**config.mk**
```make
export PLATFORM = sky130hd
export DESIGN_NAME = rpd_ram
export DESIGN_NICKNAME = d
export VERILOG_FILES = /design/src/rtl/core/rpd_ram.sv
export SDC_FILE = /design/constraint.sdc
export NUM_CORES = 1
export LEC_CHECK = 0
export ABC_CLOCK_PERIOD_IN_PS = 2600
export BUFFER_PORTS_ARGS = -buffer_cell sky130_fd_sc_hd__buf_2
export CAP_MARGIN = 20
export CORE_MARGIN = 2
export CORE_UTILIZATION = 35
export CTS_CLUSTER_DIAMETER = 80
export DETAILED_ROUTE_END_ITERATION = 7
export PLACE_DENSITY = 0.55
export SYNTH_ARGS = -nofsm -noshare
export SYNTH_HDL_FRONTEND = slang
export SYNTH_SLANG_ARGS = --single-unit
```
**constraint.sdc**
```tcl
create_clock -name clk_i -period 2.6 [get_ports clk_i]
set_input_delay 0.52 -clock clk_i [delete_from_list [all_inputs] [get_ports clk_i]]
set_output_delay 0.52 -clock clk_i [all_outputs]
set_load 0.01 [all_outputs]
```
**src/rtl/core/rpd_ram.sv**
```systemverilog
module rpd_ram #(
  parameter int WIDTH = 8,
  parameter int DEPTH = 16
) (
  input  logic                                   clk_i,
  input  logic                                   we_i,
  input  logic [((DEPTH > 1) ? $clog2(DEPTH) : 1)-1:0] addr_i,
  input  logic [WIDTH-1:0]                       wdata_i,
  output logic [WIDTH-1:0]                       rdata_o
);

  logic [WIDTH-1:0] mem_q [DEPTH];
  logic [WIDTH-1:0] rdata_q;

  always_ff @(posedge clk_i) begin
    if (we_i) begin
      mem_q[addr_i] <= wdata_i;
    end
    rdata_q <= mem_q[addr_i];
  end

  assign rdata_o = rdata_q;

endmodule

```
* Word-level counts from Yosys, hierarchy flattened
Memory sizes are Yosys's and may differ from the RTL's. A register that Yosys moved wholly into a read port is not among the register bits.
Cells that the tools add are included.
** Word-level totals
- Flip-flop bits (word level) :: 0
- Memory bits (writable) :: 128
- Bits of input ports :: 14
- Output and inout port bits :: 8
- Word-level logic and storage cells :: 3
- Memories :: 1
** Operators by class
- Multiplexer cells :: 2
** Memory list
- mem_q :: words 16, width 8, rd ports 1, clocked after Yosys merged registers in 1, wr ports 1, RTL line 12 : logic [WIDTH-1:0] mem_q [DEPTH];
** Operator list (number)
- 1-bit two-way mux :: 2

* Depth between registers and ports, before layout
- Depth in word-level cells :: 2
- Gate-level depth with buffers :: 5

* Least setup slack after synthesis
Ideal clock, no wire load.
- Path type :: input -> register
- From :: in addr_i[2] in the netlist's numbering
- To :: mem mem_q[0][0], enable pin
- Setup time :: 383 ps
- Data arrival time :: 1630 ps
- Required time :: 2217 ps
- Slack :: 587 ps
- Stages on the path :: 2
- Path buffers :: 0
- Cell sequence :: or3b_2 > nor3_1
** RTL lines
- from (decl) :: RTL line 7 : input logic [((DEPTH > 1) ? $clog2(DEPTH) : 1)-1:0] addr_i,
- to (decl) :: RTL line 12
Straight into the memory's write port.

==> reports/results.ini <==
[clock_tree]
clk_pin_slew_ps=60
clock_path_buffers=2
ctsHoldBuffers=0
clock-sinks=136
tritoncts=yes
clk-insertion-delay-late_ps=410
cts_resized=0
cts_made_buffers=17
htree_num_levels=4
post_cts_buffers=0
cts-root-buf=clkbuf_16

[setup_path]
cp_slowest_cell=mux4_2
worst_setup_path_start_kind=input port
reg2reg_from=mem_q[0][5]
required_ps=2890
crit_top_cell=buf_4
arrival_ps=2000
path_class=input port to flip-flop
reg2reg_to=rdata_o[5]
cp_max_fo=12
worst-r2r-setup-slack_ps=1210
r2r_cells=3
cp-end-kind=flip-flop
max_stage_delay_ps=510
crit_chain=buf_2 -> buf_4 -> buf_4 -> mux4_2 -> a22oi_1 -> nand2_1

[power]
combPwrFrac=0.047
p_clk_frac=0.455
powerDensity_mw_per_mm2=818
internal_power_mw=3.89
sw_frac_of_total=0.212
leakagePower_nw=1.98
switchingPower_mw=1.05
ir_drop_mv=0.580
p_seq_frac=0.498

[sta]
final.setup.worst_slack_ps=893
tightest_slew_ps=928
period_share=0.657
final.min_clock_period_ps=1710
timing.fmax_mhz=586
setup-violations-final=0
slew_viol_final=0
tns_ps=0
finalHoldWorstSlack_ps=505
final_hold_viol_count=0
rsz0062_at_grt=false
clock_skew_ps=6.90
slew_headroom=0.379

[worst_hold_path]
hold_depth=1
hold_class=input port to flip-flop
hp-start=wdata_i[5]
holdPathEnd=mem_q[2][5]

[detailed_routing]
vias=2354
drt_iter0_drc=227
wirelength_mm=10.1
avgViaCountPerCell=5.00
drcViolationCount=0
firstDrtPassIters=4
avgRoutedWirePerCell_um=21.4
ant_nets=0

[grt]
grt_pass1_vias=2531
gr-total-overflow=0
grt_max_degree=20
antenna_found_initial=0
track_usage=0.138
grt_first_pass_wirelength_mm=15.3

[floorplan]
core-area_mm2=0.0140
fp.dieW_um=124
io-pin-count=22
die-area_mm2=0.0155
rows=43
start_util=0.362
die_h_um=124

[cells_and_area]
syn_to_final_growth_pct=19.3
fin_cells=471
nets=292
fin_util=0.432
n_fill_cell=1211
num_antenna_cells=0
drive_above_1_share=0.357

[logic_synthesis]
synth_seq_cells=136
netlist_instances=230
syn_nets=244
synth_warnings=0
yosysUniqueCellTypes=18
postSynthAreaPerCell_um2=22.0
ys_seq_area_frac=0.790
netlist_area_mm2=0.00507

[placed_design]
place.gp.congestion=0.748
pre_cts_slack_ps=433
dp_cells=439
portBuffers=21
place_hpwl_mm=6.48

[job]
cap_viol_max_count=0

[run_status]
status=complete, no violations

[state kept, by name (all words and copies together), names as in the netlist]
| register | count |
|---|---|
| mem_q | 128 |
| rdata_o | 8 |
[cell type report]
class	instances	area, um2	area share
Clock inverter	13	123	0.0203
Multi-Input combinational cell	83	1000	0.166
Tap cell	180	225	0.0373
Timing Repair Buffer	40	248	0.0410
Clock buffer	19	443	0.0733
Sequential cell	136	4000	0.662
[power groups by stage]
stage	sequential (mW)	combinational (mW)	clock, mW
6_report	2.46	0.233	2.25
5_1_grt	2.47	0.255	2.39
4_1_cts	2.46	0.238	2.28
3_5_place_dp	2.51	0.237	0
3_3_place_gp	2.51	0.235	0
2_1_floorplan	2.51	0.126	0
[per-layer routing]
| metal | wire [um] | share of wire | vias up | GRT usage |
|---|---|---|---|---|
| met5 | 0 | 0 | - | 0 |
| met4 | 127 | 0.013 | 0 | 0.0516 |
| met3 | 304 | 0.030 | 11 | 0.0361 |
| met2 | 5260 | 0.52 | 44 | 0.230 |
| met1 | 4390 | 0.44 | 1235 | 0.175 |
| li1 | - | - | 1064 | - |
[per-stage QoR]
step / power, mW / area [um2]
6_report: 4.94 / 6050
2_1_floorplan: 2.64 / 5070
5_1_grt: 5.11 / 6050
4_1_cts: 4.98 / 6050
3_3_place_gp: 2.74 / 5480
3_5_place_dp: 2.75 / 5480
[cells in the mapped netlist]
cell type  instances  area (um2)
edfxtp_1         128        3840
mux4_2            32         721
a22oi_1           16         120
nor2_1            13        48.8
nand2_1            9        33.8
dfxtp_1            8         160
buf_1              4        15.0
nor3_1             4        20.0
buf_2              2        10.0
buf_6              2        22.5
clkbuf_1           2        7.51
nand2b_1           2        12.5
nand3b_1           2        15.0
nor2b_1            2        12.5
and2_1             1        6.26
clkbuf_2           1        5.00
nand3_1            1        5.00
or3b_2             1        8.76
[worst max-delay path by stage]
| stage | to | slack (ps) | start | cells past startpoint |
|---|---|---|---|---|
| global placement | rdata_o[4] | 470 | addr_i[0] | 6 |
| global route | rdata_o[4] | 750 | addr_i[0] | 6 |
| floorplan | mem_q[0][0] | 590 | addr_i[2] | 2 |
| detailed placement | rdata_o[4] | 430 | addr_i[0] | 6 |
| finish | rdata_o[4] | 890 | addr_i[0] | 6 |
| CTS | rdata_o[4] | 870 | addr_i[0] | 6 |
[worst max-delay path: cells and delay by family]
kind | cells | cell delay, ps
multiplexers | 1 | 510
AO/OA/AOI/OAI | 1 | 190
AND/OR/NAND/NOR | 1 | 70
buffers and inverters | 3 | 690
[kinds of logic after synthesis]
family | share of synthesized area
and+or+nand+nor | 0.0321
buffers and inverters | 0.0119
muxes | 0.142
DFF | 0.790
AOI/OAI and AO/OA | 0.0237
[placed cells by master (no fill, tap or decap), types with 2 or more instances in the layout]
master	netlist	routed
inv_6	0	2
clkbuf_16	0	17
buf_4	0	19
edfxtp_1	128	128
nor3_1	4	4
nor2b_1	2	2
dfxtp_1	8	8
nand2b_1	2	2
clkinv_4	0	4
buf_2	2	21
a22oi_1	16	16
mux4_2	32	32
clkinvlp_4	0	4
clkinv_2	0	2
nand2_1	9	9
nor2_1	13	13
nand3b_1	2	2
Note: power is estimated with default switching activity, not from simulation.
